==> src/rtl/core/rdup_pkg.sv <==
package rdup_pkg;

  localparam int THR_W     = 20;
  localparam int RES_W     = 32;
  localparam int SCALE_SH  = 16;
  localparam int STAT_W    = 3;

  localparam logic [THR_W-1:0] DET_THR_RST = 20'd1;

  typedef enum logic [STAT_W-1:0] {
    ST_OK    = 3'd0,
    ST_MISS  = 3'd1,
    ST_XSING = 3'd2,
    ST_YSING = 3'd3,
    ST_BOTH  = 3'd4
  } status_t;

endpackage

==> src/rtl/core/rdup_div.sv <==
module rdup_div
  import rdup_pkg::*;
#(
  parameter int NW = 8,
  parameter int DW = 8,
  parameter int QW = 8
) (
  input  logic          clk,
  input  logic [NW-1:0] num_i,
  input  logic [DW-1:0] den_i,
  input  logic          neg_i,
  output logic [QW-1:0] quo_o,
  output logic          neg_o
);

  localparam int RW = (NW > DW + QW) ? NW : DW + QW;

  logic [RW-1:0] rem_r [QW+1];
  logic [DW-1:0] den_r [QW+1];
  logic [QW-1:0] quo_r [QW+1];
  logic          ovf_r [QW+1];
  logic          neg_r [QW+1];

  always_ff @(posedge clk) begin
    rem_r[0] <= RW'(num_i);
    den_r[0] <= den_i;
    quo_r[0] <= '0;
    neg_r[0] <= neg_i;
    ovf_r[0] <= ({1'b0, RW'(num_i)} >= ({1'b0, RW'(den_i)} << QW));
  end

  for (genvar g = 0; g < QW; g++) begin : g_stage
    localparam int SH = QW - 1 - g;
    logic [RW:0] trial;
    assign trial = {1'b0, rem_r[g]} - ({1'b0, RW'(den_r[g])} << SH);
    always_ff @(posedge clk) begin
      rem_r[g+1] <= trial[RW] ? rem_r[g] : trial[RW-1:0];
      quo_r[g+1] <= {quo_r[g][QW-2:0], ~trial[RW]};
      den_r[g+1] <= den_r[g];
      ovf_r[g+1] <= ovf_r[g];
      neg_r[g+1] <= neg_r[g];
    end
  end

  assign quo_o = ovf_r[QW] ? '1 : quo_r[QW];
  assign neg_o = neg_r[QW];

endmodule

==> config.mk <==
export PLATFORM = sky130hd
export DESIGN_NAME = rdup_div
export DESIGN_NICKNAME = d
export VERILOG_FILES = /design/src/rtl/core/rdup_pkg.sv /design/src/rtl/core/rdup_div.sv
export SDC_FILE = /design/constraint.sdc
export NUM_CORES = 1
export LEC_CHECK = 0
export ABC_AREA = 0
export BUFFER_PORTS_ARGS = -buffer_cell sky130_fd_sc_hd__buf_2
export CORE_UTILIZATION = 38
export DETAILED_ROUTE_END_ITERATION = 10
export GPL_ROUTABILITY_DRIVEN = 0
export MAX_ROUTING_LAYER = met4
export REMOVE_ABC_BUFFERS = 1
export SETUP_SLACK_MARGIN = 0.5
export SYNTH_ARGS = -nofsm -noshare
export SYNTH_HDL_FRONTEND = slang
export SYNTH_SLANG_ARGS = --single-unit
==> constraint.sdc <==
create_clock -name clk -period 2 [get_ports clk]
set_input_delay 0.4 -clock clk [delete_from_list [all_inputs] [get_ports clk]]
set_output_delay 0.4 -clock clk [all_outputs]
set_load 0.005 [all_outputs]
# Word level (Yosys, flattened, before mapping)
# Memories as Yosys holds them, arrays and structs flattened.
# Index checks and enable logic that the tools add are counted.
[word_totals]
ff_bits = 0
latchBits = 0
mem_bits_rw = 306
rom_bits = 0
in_bits = 18
output_inout_bits = 9
word_cells = 31
mem_count = 5
[memory_table]
columns = ["name", "words", "width", "rd", "rd_ports_with_merged_regs", "wr", "line", "text"]
rows = [
  ["rem_r", 9, 16, 8, 0, 9, "rdup_div.sv:18", "logic [RW-1:0] rem_r [QW+1];"],
  ["den_r", 9, 8, 8, 0, 9, "rdup_div.sv:19", "logic [DW-1:0] den_r [QW+1];"],
  ["quo_r", 9, 8, 9, 0, 9, "rdup_div.sv:20", "logic [QW-1:0] quo_r [QW+1];"],
  ["neg_r", 9, 1, 9, 0, 9, "rdup_div.sv:22", "logic neg_r [QW+1];"],
  ["ovf_r", 9, 1, 9, 0, 9, "rdup_div.sv:21", "logic ovf_r [QW+1];"],
]
[classes]
addsub = 8
n_mul = 0
div_mod_pow = 0
magnitude_cmp = 1
n_eq_ne = 0
shift = 0
mux = 9
bitwise = 8
n_reduce_logical = 0
[op_table]
columns = ["operator", "count"]
rows = [
  ["16-bit two-way mux", 8],
  ["16-bit by 10-bit subtractor with 17-bit output", 1],
  ["16-bit by 11-bit subtractor with 17-bit output", 1],
  ["16-bit by 12-bit subtractor with 17-bit output", 1],
  ["16-bit by 13-bit subtractor with 17-bit output", 1],
  ["16-bit by 14-bit subtractor with 17-bit output", 1],
  ["16-bit by 15-bit subtractor with 17-bit output", 1],
  ["16-bit by 8-bit subtractor with 17-bit output", 1],
  ["16-bit by 9-bit subtractor with 17-bit output", 1],
  ["8-bit by 16-bit greater-or-equal comparator with 1-bit output", 1],
  ["8-bit two-way mux", 1],
  ["1-bit inverter", 8],
]

# Logic depth before layout (Yosys ltp)
[depth]
depth_word = 2
mapped_depth = 12
ltp_nobuf = 10

# Worst setup path before layout
# Ideal clock, no wire load.
[synth_timing]
kind = "register to register"
startpoint = "memory rem_r[0][22] (netlist name)"
endpoint = "memory rem_r[0][39] (netlist name)"
setup_time_ns = 0.121
arrival_ns = 2.120
required_time_ns = 1.879
setup_slack_ns = -0.241
stages_incl_launch_ff = 11
n_path_buf = 1
period_less_slack_ns = 2.241
path_cell_list = "dfxtp_1 > inv_1 > ha_1 > inv_1 > fa_1 > a21oi_1 > o21ai_0 > o31ai_1 > and2_1 > buf_2 > mux2_2"
[synth_lines]
columns = ["element", "line"]
rows = [
  ["start, declared", "rdup_div.sv:18"],
]

==> results_dict.tcl <==
set metrics [dict create \
    crit_slowest_cell "dfxtp_2" \
    grt_use_total 0.1495 \
    die_width_um 152.1 \
    ys_types 64 \
    rrSetupSlack_ns -0.10 \
    total_switching_power_uw 5505 \
    power_leakage_uw 0.005302 \
    yosysTopAreaCell "dfxtp_1" \
    grt_first_pass_wirelength_mm 27.91 \
    diodes 0 \
    numPortBuffers 26 \
    postSynth.asyncResetShare 0 \
    grt_max_degree 17 \
    number_of_global_route_vias_before_repair 6325 \
    finalSetupViolations 11 \
    portion_of_synthesized_cell_area_occupied_by_the_leading_cell_type 0.5566 \
    hpwlAfterDp_mm 10.24 \
    post-layout-total-power_uw 17570 \
    power.switching_fraction 0.3134 \
    crit_path_largest_cell_delay_ns 0.32 \
    report.final.slew_viol_count 0 \
    drc 2 \
    max-cap-violations 0 \
    rr_startpoint "rem_r[0][52]$_DFF_P_" \
    dominantRegCellSynth "dfxtp_1" \
    maxSlewHeadroom 0.6572 \
    final_area_um2 12410 \
    clock_power_share 0.259 \
    rsz0062_at_grt "true" \
    floorplan.rows 54 \
    rr_endpoint "rem_r[0][77]$_DFF_P_" \
    pre_cts_setup_slack_ns -0.2446 \
    netlist_area_um2 8559 \
    comb_power_share 0.377 \
    post_dp_cell_area_um2 9590 \
    post_drt_via_cell_ratio 4.704 \
    post_layout_net_count 1080 \
    final_period_minus_worst_setup_slack_ns 2.102 \
    power.share.sequential 0.364 \
    crit_path_cell_trace "inv_2 > ha_4 > fa_2 > nor2b_4 > o31a_1 > o31ai_4 > a21o_4 > buf_6 > nor2_1 > mux2_2" \
    via_count 6101 \
    clk_root_buffer_cell "clkbuf_16" \
    core_area_um2 21960 \
    ioPinCount 27 \
    failed_checks "design-rule violations, negative setup slack" \
    die-height_um 152.1 \
    synth_area_leaders "dfxtp_1 (56%), ha_1 (8.3%), inv_1 (3.3%)" \
    non_filler_instance_count_after_layout 1297 \
    tritoncts "yes" \
    p_int_uw 12060 \
    vdd.ir_drop.worst_mv 0.7923 \
    timing.critical_path.fanout_max 4 \
    critical_path.startpoint_type "flip-flop" \
    cts-htree-levels 1 \
    share_of_the_clock_period_used_by_the_worst_path_after_layout 1.051 \
    worst_slew_pin_slew_ns 0.5111 \
    reg2regPathDepth 10 \
    finalClockSkew_ns 0.009810 \
    syn2layout_area_growth_pct 45.01 \
    endpoints_failing_hold 0 \
    critPathCapture "rem_r[0][77]$_DFF_P_" \
    initial_utilization 0.3898 \
    fin_ws_ns -0.1017 \
    detailedRoute.firstPassIterationCount 7 \
    status "finished, violations left" \
    worstPathArrival_ns 2.50 \
    detail_route.iter0.violations 173 \
    clock.fmax_mhz 475.8 \
    path_category_of_the_worst_min_delay_check "reg -> reg" \
    seq_area_frac_synth 0.5566 \
    drive_gt1_frac 0.4503 \
    route.final.wire_length_mm 17.38 \
    cts.sinks 238 \
    syn-instance-count 808 \
    floorplan.die_area_um2 23130 \
    synth_warnings 0 \
    grt_antenna_before_repair 0 \
    cts.reportedPaths.clkPinSlew_ns 0.06 \
    tritoncts.num_buffers 24 \
    nFillCells 1757 \
    crit_required_ns 2.39 \
    synth_seq_cells 238 \
    worstHoldStart "ovf_r[0][7]$_DFF_P_" \
    setup.worst_path.end_class "flip-flop" \
    crit_type "reg -> reg" \
    insertion_delay_ns 0.51 \
    finalSetupTns_ns -0.6016 \
    avgRoutedWirePerCell_um 13.40 \
    critical_path.startpoint "rem_r[0][52]$_DFF_P_" \
    clockBufferDepth 3 \
    placedCellCount 1188 \
    grt_remaining_overflow 0 \
    ant_nets 0 \
    synth-edff-count 0 \
    synth_area_per_cell_um2 10.59 \
    power_density_nw_per_um2 1415 \
]
[critical path: cells and delay by family, from the launching register on]
family                   cells  cell delay (ns)
AO/OA/AOI/OAI                3             0.80
adder cells (fa/ha/maj)      2             0.36
flip-flops                   1             0.32
multiplexers                 1             0.25
buffers and inverters        2             0.17
AND/OR/NAND/NOR              2             0.08
[registers in the layout, indices dropped and copies added, names as in the netlist]
| register | count |
|---|---|
| quo_r | 36 |
| den_r | 64 |
| rem_r | 120 |
| ovf_r | 9 |
| neg_r | 9 |
[cells in the mapped netlist (all sizes together), types with 5 or more instances]
library cell	count
a211oi	6
a21o	11
a21oi	45
buf	7
dfxtp	238
fa	6
ha	57
inv	77
mux2	16
nand2	40
nand2b	20
nand3	11
nor2	69
nor2b	14
nor3	20
nor4	5
o211ai	9
o21a	10
o21ai	48
o31ai	11
or2	8
xnor2	21
xor2	11
[kinds of logic (layout without fill, tap and decap cells)]
logic type | count (synthesis) | after routing | synth area share
DFF | 238 | 238 | 0.5566
and+or+nand+nor | 212 | 212 | 0.1278
AOI/OAI and AO/OA | 160 | 160 | 0.1207
buffers and inverters | 84 | 291 | 0.03961
adders and majority gates | 63 | 63 | 0.09735
xor gates and xnor gates | 32 | 32 | 0.03274
muxes | 18 | 18 | 0.02470
other | 1 | 3 | 0.0004381
[final cells by class]
cell class / instances / area (µm²) / share of cell area
flip-flops and latches: 238 / 4823 / 0.3886
multi-input cells: 488 / 4668 / 0.3761
repair buffers: 170 / 1449 / 0.1167
clock buffers: 35 / 703.2 / 0.05665
well taps: 280 / 350.3 / 0.02823
inverters: 77 / 299.0 / 0.02409
clock inverters: 9 / 118.9 / 0.009577
[per-layer routing]
metal  share of wire  track usage  wire, µm  up-vias
li1                -            -         -     3123
met1            0.39       0.1480      6747     2863
met2            0.55       0.2892      9631       78
met3           0.027      0.02767       469       37
met4           0.031      0.05296       536        0
met5               0            -         0        -
[how the worst min path moves through the flow]
stage                            to  cells after the start
2_1_floorplan   neg_r[0][1]$_DFF_P_                      0
3_3_place_gp    neg_r[0][5]$_DFF_P_                      0
3_5_place_dp    ovf_r[0][2]$_DFF_P_                      0
4_1_cts        rem_r[0][67]$_DFF_P_                      0
5_1_grt        rem_r[0][49]$_DFF_P_                      0
6_report        ovf_r[0][8]$_DFF_P_                      0
[placed cells by master, fill, tap and decap left out, types with 10 or more instances in the layout]
| cell type | count |
|---|---|
| nand2_2 | 12 |
| inv_2 | 19 |
| clkbuf_16 | 25 |
| ha_1 | 26 |
| nor2_4 | 18 |
| buf_6 | 32 |
| o21ai_0 | 20 |
| nand2_1 | 24 |
| dfxtp_2 | 38 |
| buf_2 | 18 |
| nor3_1 | 14 |
| dfxtp_1 | 197 |
| xnor2_1 | 19 |
| ha_4 | 28 |
| mux2_4 | 14 |
| o21a_1 | 10 |
| dlygate4sd3_1 | 17 |
| nor2_1 | 43 |
| a21oi_2 | 24 |
| xor2_1 | 11 |
| a21oi_1 | 18 |
| inv_1 | 55 |
| nand2b_1 | 15 |
| buf_4 | 98 |
| o21ai_1 | 17 |
| a21o_1 | 10 |
[power groups by stage]
stage / clock network, µW / logic (µW) / registers, µW
after floorplan: 0 / 3280 / 6140
after global placement: 0 / 4550 / 6290
after detailed placement: 0 / 4610 / 6300
after CTS: 4660 / 5840 / 6320
after global routing: 4880 / 7220 / 6510
final: 4550 / 6620 / 6400
[per-stage QoR]
step	hold slack, ns	utilization
2_1_floorplan	0.3096	-
5_1_grt	0.3295	0.5652
4_1_cts	0.3255	0.5396
6_report	0.3229	0.5652
3_3_place_gp	0.3099	0.4368
3_5_place_dp	0.3121	0.4368
[timing repair]
action	CTS	global route
pin swaps	110	56
endpoints found under the hold margin	17	0
setup buffers	24	21
setup endpoints to repair	90	92
hold buffers	17	0
cloned	3	0
gates resized for setup	278	95
(Power assumes the default switching activity.)
