$ cat src/rtl/core/rdup_pkg.sv
package rdup_pkg;

  localparam int THR_W     = 20;
  localparam int RES_W     = 32;
  localparam int SCALE_SH  = 16;
  localparam int STAT_W    = 3;

  localparam logic [THR_W-1:0] DET_THR_RST = 20'd1;

  typedef enum logic [STAT_W-1:0] {
    ST_OK    = 3'd0,
    ST_MISS  = 3'd1,
    ST_XSING = 3'd2,
    ST_YSING = 3'd3,
    ST_BOTH  = 3'd4
  } status_t;

endpackage

$ cat src/rtl/core/rdup_dly.sv
module rdup_dly
  import rdup_pkg::*;
#(
  parameter int W = 8,
  parameter int N = 2
) (
  input  logic         clk,
  input  logic         rst_n,
  input  logic [W-1:0] d,
  output logic [W-1:0] q
);

  logic [W-1:0] sh_r [N];

  always_ff @(posedge clk) begin
    if (!rst_n) begin
      for (int i = 0; i < N; i++) sh_r[i] <= '0;
    end else begin
      sh_r[0] <= d;
      for (int i = 1; i < N; i++) sh_r[i] <= sh_r[i-1];
    end
  end

  assign q = sh_r[N-1];

endmodule

$ cat config.mk
export PLATFORM = sky130hd
export DESIGN_NAME = rdup_dly
export DESIGN_NICKNAME = d
export VERILOG_FILES = /design/src/rtl/core/rdup_pkg.sv /design/src/rtl/core/rdup_dly.sv
export SDC_FILE = /design/constraint.sdc
export NUM_CORES = 1
export LEC_CHECK = 0
export BUFFER_PORTS_ARGS = -buffer_cell sky130_fd_sc_hd__clkbuf_2
export CORE_AREA = 10 10 47 49
export DETAILED_ROUTE_END_ITERATION = 8
export DIE_AREA = 0 0 57 59
export GPL_ROUTABILITY_DRIVEN = 0
export PLACE_DENSITY = 0.69
export SLEW_MARGIN = 0
export SYNTH_ARGS = -nofsm -noshare
export SYNTH_HDL_FRONTEND = slang
export SYNTH_SLANG_ARGS = --single-unit
$ cat constraint.sdc
create_clock -name clk -period 1.4 [get_ports clk]
set_input_delay 0.28 -clock clk [delete_from_list [all_inputs] [get_ports clk]]
set_output_delay 0.28 -clock clk [all_outputs]
set_load 0.02 [all_outputs]
# [Word level (Yosys, flattened, before mapping)]
# Memory sizes are Yosys's and may differ from the RTL's.
# Cells that the tools add are included.
[word_totals] ff_bits=0 latchBits=0 ram_bits=16 mem_bits_ro=0 input_bits=10 wordCells=7 n_memories=1
[op_classes] addsub=0 mul=0 div_mod_pow=0 n_lt_le_gt_ge=0 eq_ne=0 n_shift=0 muxes=4 n_bitwise=2 reduce_logical=0
[memory_table] memory="sh_r" words=2 width=8 rd=2 rd_clocked_by_memory_dff=0 write_ports=2 line="rdup_dly.sv:13" text="logic [W-1:0] sh_r [N];"
[op_table] operator="8-bit 2-to-1 mux" count=2
[op_table] operator="1-bit 2-to-1 mux" count=2
[op_table] operator="1-bit bitwise OR" count=2

# [Depth between registers and ports, before layout]
# Gate-level depths: netlist of the first run.
[logic_depth] ltp_word=2 ltp_mapped=2 mapped_depth_nobuf=1

# [Least setup slack after synthesis of the first run]
# OpenSTA, ideal clock, no wires.
[synth_timing] kind="register -> output" start="memory sh_r[1][0] (netlist: sh_r[0][8])" end="output port q[0]" t_arrival_ns=0.416 t_required_ns=1.120 setup_slack_ns=0.704 path_stages_with_launch=2 n_path_buf=1 cell_sequence="dfxtp_1 -> buf_4"
[synth_rtl] item="start: declaration" line="rdup_dly.sv:13"
[synth_rtl] item="end: declaration" line="rdup_dly.sv:10" text="output logic [W-1:0] q"

==> results of run 1 <==
## layout make-up
type,count,area share
Tap cell,16,0.0347
Sequential cell,16,0.555
Clock buffer,4,0.0629
Multi-Input combinational cell,16,0.200
Timing Repair Buffer,17,0.148
## power by group through the flow
| stage | Combinational (mW) | Sequential, mW | Clock, mW |
|---|---|---|---|
| floorplan | 0.0454 | 0.490 | 0 |
| global placement | 0.0528 | 0.491 | 0 |
| detailed placement | 0.0541 | 0.491 | 0 |
| CTS | 0.0541 | 0.481 | 0.309 |
| global route | 0.0586 | 0.484 | 0.336 |
| finish | 0.0523 | 0.480 | 0.294 |
## worst max path at each step
stage                                   endpoint  slack (ns)  cells after the start
after global routing                        q[6]        0.27                      1
after CTS                                   q[6]        0.31                      1
after global placement    sh_r[0][14]$_SDFF_PN0_        0.61                      2
after floorplan                             q[0]        0.70                      1
after detailed placement  sh_r[0][14]$_SDFF_PN0_        0.59                      2
final                                       q[6]        0.33                      1
## Yosys cell counts (all sizes together)
library cell	n
buf	9
dfxtp	16
and2	16
## layer usage
metal / vias to the layer above / share of wire
met1: 114 / 0.32
met2: 12 / 0.53
li1: 137 / -
met5: - / 0
met3: 4 / 0.12
met4: 0 / 0.025
## cells by family after synthesis
logic type | count (synthesis) | share of synthesized area
buffers and inverters | 9 | 0.141
DFF | 16 | 0.632
and+or+nand+nor | 16 | 0.227
## placed cells by master (no fill, tap or decap)
master	n
clkbuf_4	3
and2_2	12
dfxtp_1	16
clkbuf_8	1
clkbuf_2	17
and2_1	4
## metrics by stage
stage / cell area (um^2) / utilization / cells / hold slack (ns) / power [mW]
2_1_floorplan: 507 / - / 41 / 0.412 / 0.535
3_3_place_gp: 541 / 0.386 / 65 / 0.419 / 0.543
3_5_place_dp: 541 / 0.386 / 65 / 0.417 / 0.545
4_1_cts: 577 / 0.412 / 69 / 0.199 / 0.844
5_1_grt: 577 / 0.412 / 69 / 0.191 / 0.878
6_report: 577 / 0.412 / 69 / 0.210 / 0.826
==> reports/metrics.cfg, run 1 <==
[pwr]
p_leak_nw = 0.280
intPower_mw = 0.662
combPwrFrac = 0.063
switching_share = 0.199
seqPwrFrac = 0.581
power_density_nw_per_um2 = 1430
switchingPower_mw = 0.164
vdd_drop_max_mv = 0.534
p_clk_frac = 0.356

[cts]
cts_sinks = 16
insertion_delay_ns = 0.28
cts_tree = yes
clk_pin_slew_ns = 0.09
cts-root-buf = clkbuf_4
post-cts-setup-buffers = 0
post_cts_resized = 0
ctsHoldBuffers = 0
cts_max_path_buffers = 2
cts_buffers = 3
htreeDepth = 1

[cells_and_area]
nets = 64
top_register = sh_r
multiInputGateArea_um2 = 115
regArea_um2 = 320
n_antenna_cell = 0
largest_reg_flops = 16
drive_gt1_frac = 0.623
area_growth_syn_to_layout_pct = 13.8
reg.largest.list = sh_r x16
n_fill_cell = 144

[routing]
ant_nets = 0
via_per_inst = 3.87
finalWirelength_um = 692
drt_iter0_drc = 1
drtPass1Iterations = 2
vias = 267
avgRoutedWirePerCell_um = 10.0
drc = 0

[hold_path]
hp-class = input port to flip-flop
min_from = d[0]
hold_depth = 2
whs_endpoint = sh_r[0][0]$_SDFF_PN0_

[placement]
place_ws_ns = 0.590
io_buffers = 17

[timing]
post-route-period-util = 0.764
setup_violations = 0
maxSlewViolCount = 0
slew_headroom = 0.873
fin_ws_ns = 0.331
fin_setup_tns_ns = 0
tightestPinTransition_ns = 0.191
min_period_ns = 1.07
hold_violations = 0
rsz0062_at_grt = false
max_clock_freq_ghz = 0.935
skew_ns = 0.000372

[worst_setup_path]
worstReg2RegEnd = sh_r[0][15]$_SDFF_PN0_
critical_path.top_delay_family = flip-flops
reg2reg_depth = 1
slowest_stage = dfxtp_1
cp_num_buf_inv = 1
timing.rr.start = sh_r[0][7]$_SDFF_PN0_
cp-start-kind = flip-flop
crit_path_max_fanout = 1
crit_required_ns = 1.12
slowest_delay_ns = 0.34
cp.arrival_ns = 0.79
rrSetupSlack_ns = 0.83
crit_type = flip-flop to primary output
path_cells = clkbuf_2
cp-end-kind = primary output
startpoint = sh_r[0][14]$_SDFF_PN0_

[floorplan]
die_w_um = 57
dieHeight_um = 59
io_pins = 18
dieArea_um2 = 3360
core_um2 = 1400
rows = 14
start_util = 0.362

[synthesis]
yosys.area.top_type_share = 0.632
yosysWarnings = 0
seq_area_frac_synth = 0.632
yosys.cell_types.count = 5
yosysTopAreaCell = dfxtp_1
synthCells = 41
synth_fp_nets = 51
yosys-top-cells-area = dfxtp_1 (63%), and2_2 (18%), buf_4 (12%), and2_1 (4.9%), buf_6 (2.2%)
synth.avg_cell_area_um2 = 12.4
syn-cell-area_um2 = 507
ys_seq_elements = 16

[global_routing]
first_global_vias = 320
use_met3 = 0.0343
grt_max_degree = 17
track_usage = 0.0504
grt.busiest_layer = met2
use_met2 = 0.0791
antenna_found_initial = 0
grt_pass1_wl_mm = 1.26
grt_remaining_overflow = 0
grt_use_met1 = 0.0410

[run]
cap_viol_max_count = 0

[outcome]
status = finished, final reports clean

(Power assumes the default switching activity.)
==> run 2, diff against run 1 <==
--- a/config.mk
+++ b/config.mk
@@ -10,7 +10,7 @@
 export DETAILED_ROUTE_END_ITERATION = 8
 export DIE_AREA = 0 0 57 59
 export GPL_ROUTABILITY_DRIVEN = 0
-export PLACE_DENSITY = 0.69
+export PLACE_DENSITY = 0.71
 export SLEW_MARGIN = 0
 export SYNTH_ARGS = -nofsm -noshare
 export SYNTH_HDL_FRONTEND = slang
==> constraint.sdc (replaced) <==
create_clock -name clk -period 0.9 [get_ports clk]
set_input_delay 0.18 -clock clk [delete_from_list [all_inputs] [get_ports clk]]
set_output_delay 0.18 -clock clk [all_outputs]
set_load 0.02 [all_outputs]
==> run 2 against run 1 <==
  * The flow now finishes with violations (negative setup slack)
  * Critical path depth unchanged
  * Sequential power up 58%
  * Count of clock-buffer cells in the layout down 1
  * Critical endpoint unchanged
  * Largest cell class unchanged
  * Largest power group unchanged
  * Highest routed layer unchanged
==> reports/metrics.cfg, run 2 (synthesized netlist as in run 1, its figures left out) <==
[outcome]
status = finished, violations left
violations = negative setup slack

[timing]
setup_violations = 4  ; +4
post-route-period-util = 1.01
hold_violations = 0  ; unchanged
max_clock_freq_ghz = 1.10
maxSlewViolCount = 0  ; unchanged
slew_headroom = 0.866  ; -0.00685
tightestPinTransition_ns = 0.201  ; +0.0103 ns
rsz0062_at_grt = true
fin_hold_ws_ns = 0.120  ; -0.0903 ns
fin_ws_ns = -0.00559  ; -0.336 ns
min_period_ns = 0.906
skew_ns = 0.00288  ; +0.00251 ns

[worst_setup_path]
rrSetupSlack_ns = 0.32  ; -0.51 ns
crit_path_max_fanout = 1  ; unchanged
crit_required_ns = 0.72  ; -0.40 ns
slowest_delay_ns = 0.33  ; about the same
cp-end-kind = primary output
cp-start-kind = flip-flop
cp.depth = 1  ; unchanged
cp.arrival_ns = 0.73  ; -0.06 ns
cp_num_buf_inv = 1  ; unchanged
startpoint = sh_r[0][14]$_SDFF_PN0_
worstReg2RegEnd = sh_r[0][15]$_SDFF_PN0_
crit_type = flip-flop to primary output
reg2reg_depth = 1  ; unchanged
path_cells = buf_8
critical_path.top_delay_family = flip-flops
timing.rr.start = sh_r[0][7]$_SDFF_PN0_
slowest_stage = dfxtp_2

[cells_and_area]
regArea_um2 = 330  ; +3.1%
n_antenna_cell = 0  ; unchanged
final_cell_mix = and2_2 (12), clkbuf_2 (9), buf_8 (8), dfxtp_1 (8), dfxtp_2 (8)
final_common_cell = and2_2
top_register = sh_r
nets = 64  ; unchanged
area_growth_syn_to_layout_pct = 28.9
largest_reg_flops = 16  ; unchanged
reg.largest.list = sh_r x16
fin_area_um2 = 653  ; +13%
drive_gt1_frac = 0.769  ; +0.147
n_fill_cell = 152  ; +5.6%
multiInputGateArea_um2 = 115  ; unchanged

[placement]
io_buffers = 17  ; unchanged
place_ws_ns = 0.205  ; -0.386 ns
placed_area_um2 = 541  ; unchanged

[routing]
ant_nets = 0  ; unchanged
drtPass1Iterations = 3  ; +1
via_per_inst = 3.91  ; +1.1%
avgRoutedWirePerCell_um = 10.5  ; +5.1%
drt_iter0_drc = 1  ; unchanged
vias = 266  ; -0.37%
finalWirelength_um = 717  ; +3.6%
drc = 0  ; unchanged

[cts]
insertion_delay_ns = 0.27  ; about the same
cts_max_path_buffers = 2  ; unchanged
cts_buffers = 3  ; unchanged
cts-root-buf = clkbuf_4
cts_sinks = 16  ; unchanged
cts_tree = yes
htreeDepth = 1  ; unchanged
clk_pin_slew_ns = 0.08  ; about the same

[floorplan]
dieArea_um2 = 3360  ; unchanged
rows = 14  ; unchanged
dieHeight_um = 59  ; unchanged
core_um2 = 1400  ; unchanged
io_pins = 18  ; unchanged
die_w_um = 57  ; unchanged
start_util = 0.362  ; unchanged

[global_routing]
grt_pass1_wl_mm = 1.20  ; -4.9%
grt_max_degree = 17  ; unchanged
track_usage = 0.0486  ; -0.00180
grt_remaining_overflow = 0  ; unchanged
antenna_found_initial = 0  ; unchanged
first_global_vias = 311  ; -2.8%

[hold_path]
hp-class = input port to flip-flop
whs_endpoint = sh_r[0][1]$_SDFF_PN0_
hold_depth = 2  ; unchanged
min_from = d[1]

[run]
cap_viol_max_count = 0  ; unchanged

[pwr]
vdd_drop_max_mv = 0.996  ; +86%
power_density_nw_per_um2 = 1860  ; +30%
p_leak_nw = 0.297  ; +6.3%
power_mw = 1.21  ; +47%

## run 2: changes by cell type in the layout (fill, tap and decap cells not counted), sizes merged
cell    change
clkbuf      -9
buf         +8
## run 2: cell type report
type | count | area share
Clock buffer | 3 | 0.0345
Multi-Input combinational cell | 16 | 0.176
Sequential cell | 16 | 0.506
Tap cell | 16 | 0.0307
Timing Repair Buffer | 17 | 0.253
## run 2: repair_timing
action / 4_1_cts / 5_1_grt
setup buffers: 0 / 0
hold buffers: 0 / 0
setup endpoints to repair: 8 / 8
gates resized for setup: 23 / 9
## run 2: worst max path at each step
stage | endpoint | slack [ns]
2_1_floorplan | q[0] | 0.30
3_3_place_gp | sh_r[0][14]$_SDFF_PN0_ | 0.21
3_5_place_dp | sh_r[0][14]$_SDFF_PN0_ | 0.20
4_1_cts | q[6] | -0.03
5_1_grt | q[6] | -0.04
6_report | q[6] | -0.006
## run 2: per-layer routing
metal / vias up / track usage / routed length [um]
met5: - / 0 / 0
met4: 0 / 0.0503 / 6
met3: 2 / 0.0386 / 75
met2: 10 / 0.0698 / 365
met1: 117 / 0.0408 / 269
li1: 137 / - / -
## run 2: where the power goes
| group | internal [mW] | switching [mW] |
|---|---|---|
| Combinational | 0.0695 | 0.0388 |
| Clock | 0.155 | 0.193 |
| Sequential | 0.743 | 0.0121 |
## run 2: stage by stage
stage                     std cells   util  setup TNS (ns)
after global routing             68  0.466          -0.279
after CTS                        68  0.458          -0.212
after detailed placement         65  0.386               0
after global placement           65  0.386               0
final                            68  0.466        -0.00676
after floorplan                  41      -               0
==> run 3, diff against run 2 <==
==> config.mk (replaced) <==
export PLATFORM = sky130hd
export DESIGN_NAME = rdup_dly
export DESIGN_NICKNAME = d
export VERILOG_FILES = /design/src/rtl/core/rdup_pkg.sv /design/src/rtl/core/rdup_dly.sv
export SDC_FILE = /design/constraint.sdc
export NUM_CORES = 1
export LEC_CHECK = 0
export BUFFER_PORTS_ARGS = -buffer_cell sky130_fd_sc_hd__buf_2
export CORE_MARGIN = 10
export CORE_UTILIZATION = 35
export DETAILED_ROUTE_END_ITERATION = 8
export GPL_ROUTABILITY_DRIVEN = 0
export PLACE_DENSITY = 0.67
export SKIP_LAST_GASP = 1
export SLEW_MARGIN = 0
export SYNTH_ARGS = -nofsm -noshare
export SYNTH_HDL_FRONTEND = slang
export SYNTH_SLANG_ARGS = --single-unit
==> run 3 against run 2 <==
  * The run still ends with negative setup slack left
  * Register-to-register slack hardly changed
  * Critical path depth stayed put
  * Final area is 2.7% lower
  * Routed wire length is 0.28% higher
  * Largest cell class unchanged
  * Largest power group unchanged
==> reports/metrics.cfg, run 3 (synthesized netlist as in run 1, its figures left out) <==
[cts]
cts_max_path_buffers = 2  ; unchanged
htreeDepth = 1  ; unchanged
cts_tree = yes
cts_buffers = 3  ; unchanged
clk_pin_slew_ns = 0.09  ; about the same
cts-root-buf = clkbuf_4
insertion_delay_ns = 0.27  ; about the same
cts_sinks = 16  ; unchanged
ctsHoldBuffers = 0  ; unchanged

[cells_and_area]
final_common_cell = and2_2
drive_gt1_frac = 0.774  ; +0.00435
reg.largest.list = sh_r x16
fin_util = 0.477  ; +0.0105
largest_reg_flops = 16  ; unchanged
area_growth_syn_to_layout_pct = 25.4
n_antenna_cell = 0  ; unchanged
nets = 64  ; unchanged
final_cell_mix = and2_2 (12), buf_2 (9), buf_6 (8), dfxtp_1 (8), dfxtp_2 (8)
top_register = sh_r

[pwr]
p_clk_frac = 0.344  ; +0.057
seqPwrFrac = 0.579  ; -0.045
switchingPower_mw = 0.250  ; +2.6%
power_mw = 1.30  ; +7.2%
power_density_nw_per_um2 = 2040  ; +10%
intPower_mw = 1.05  ; +8.4%
combPwrFrac = 0.076  ; -0.013
switching_share = 0.193  ; -0.00869
p_leak_nw = 0.294  ; -1.3%
vdd_drop_max_mv = 0.539  ; -46%

[global_routing]
grt_max_degree = 17  ; unchanged
track_usage = 0.0477  ; -0.000908
grt_remaining_overflow = 0  ; unchanged
grt_pass1_wl_mm = 1.15  ; -4.0%
antenna_found_initial = 0  ; unchanged
first_global_vias = 296  ; -4.8%

[timing]
hold_violations = 0  ; unchanged
post-route-period-util = 1.00  ; -0.00546
tightestPinTransition_ns = 0.182  ; -0.0187 ns
max_clock_freq_ghz = 1.11  ; +0.55%
slew_headroom = 0.878  ; +0.0125
rsz0062_at_grt = true
setup_violations = 1  ; -3
min_period_ns = 0.901  ; -0.00492 ns
fin_ws_ns = -0.000675  ; +0.00492 ns
skew_ns = 0.00207  ; -0.000806 ns
maxSlewViolCount = 0  ; unchanged

[worst_setup_path]
rrSetupSlack_ns = 0.31  ; about the same
cp-start-kind = flip-flop
cp.arrival_ns = 0.72  ; about the same
worstReg2RegEnd = sh_r[0][13]$_SDFF_PN0_
reg2reg_depth = 1  ; unchanged
slowest_delay_ns = 0.33  ; about the same
crit_path_max_fanout = 1  ; unchanged
critical_path.top_delay_family = flip-flops
cp-end-kind = primary output
path_cells = buf_6
timing.rr.start = sh_r[0][5]$_SDFF_PN0_
slowest_stage = dfxtp_2
cp_num_buf_inv = 1  ; unchanged
crit_type = flip-flop to primary output
crit_required_ns = 0.72  ; about the same

[hold_path]
min_from = d[6]
hold_depth = 2  ; unchanged
hp-class = input port to flip-flop
whs_endpoint = sh_r[0][6]$_SDFF_PN0_

[routing]
drc = 0  ; unchanged
finalWirelength_um = 719  ; +0.28%
via_per_inst = 4.06  ; +3.8%
drtPass1Iterations = 2  ; -1
vias = 276  ; +3.8%
avgRoutedWirePerCell_um = 10.6  ; +0.28%
drt_iter0_drc = 1  ; unchanged
ant_nets = 0  ; unchanged

[run]
cap_viol_max_count = 0  ; unchanged

[outcome]
violations = negative setup slack
status = finished, violations left

[floorplan]
rows = 13  ; -1
dieArea_um2 = 3370  ; +0.20%
dieHeight_um = 58.1  ; -1.6%
core_um2 = 1330  ; -4.8%
io_pins = 18  ; unchanged
die_w_um = 58.1  ; +1.8%
start_util = 0.380  ; +0.0183

[placement]
io_buffers = 17  ; unchanged

[run 3: cell count changes in the layout (fill, tap and decap cells not counted), sizes merged]
cell	change
buf	+9
clkbuf	-8
[run 3: worst max-delay path by stage]
stage / startpoint / endpoint / slack [ns] / depth (start not counted)
global route: sh_r[0][13]$_SDFF_PN0_ / q[5] / -0.04 / 1
CTS: sh_r[0][13]$_SDFF_PN0_ / q[5] / -0.02 / 1
floorplan: sh_r[0][8]$_SDFF_PN0_ / q[0] / 0.30 / 1
detailed placement: rst_n / sh_r[0][14]$_SDFF_PN0_ / 0.24 / 2
finish: sh_r[0][13]$_SDFF_PN0_ / q[5] / -0.0007 / 1
global placement: rst_n / sh_r[0][14]$_SDFF_PN0_ / 0.24 / 2
[run 3: what timing repair did]
action | in CTS | in global routing
setup buffers | 0 | 0
resized for setup | 24 | 0
endpoints found under the setup margin | 8 | 8
[run 3: per-stage QoR]
| step | TNS (ns) | cell area [um^2] | setup slack (ns) | hold slack (ns) | instances |
|---|---|---|---|---|---|
| after floorplan | 0 | 507 | 0.304 | 0.316 | 41 |
| after global placement | 0 | 539 | 0.241 | 0.402 | 64 |
| after detailed placement | 0 | 539 | 0.236 | 0.402 | 64 |
| after CTS | -0.0891 | 636 | -0.0161 | 0.107 | 68 |
| after global routing | -0.216 | 636 | -0.0406 | 0.107 | 68 |
| final | -0.000675 | 636 | -0.000675 | 0.119 | 68 |
[run 3: final cells by class]
class                      count  area, um^2
tap                           15        18.8
fill                         123         698
clock buffer                   4        36.3
multi-input combinational     16         115
sequential                    16         330
timing repair buffer          17         135
[run 3: power by group through the flow]
stage	sequential, mW	combinational [mW]	clock, mW
after global routing	0.757	0.109	0.495
after CTS	0.753	0.101	0.466
after detailed placement	0.763	0.0845	0
after global placement	0.762	0.0825	0
after floorplan	0.762	0.0706	0
final	0.753	0.0992	0.447
[run 3: metal layers]
metal,up-vias,wire (um),global-route usage
met5,-,0,0
met4,0,27,0.0805
met3,2,90,0.0240
met2,9,397,0.0798
met1,126,203,0.0270
li1,139,-,-
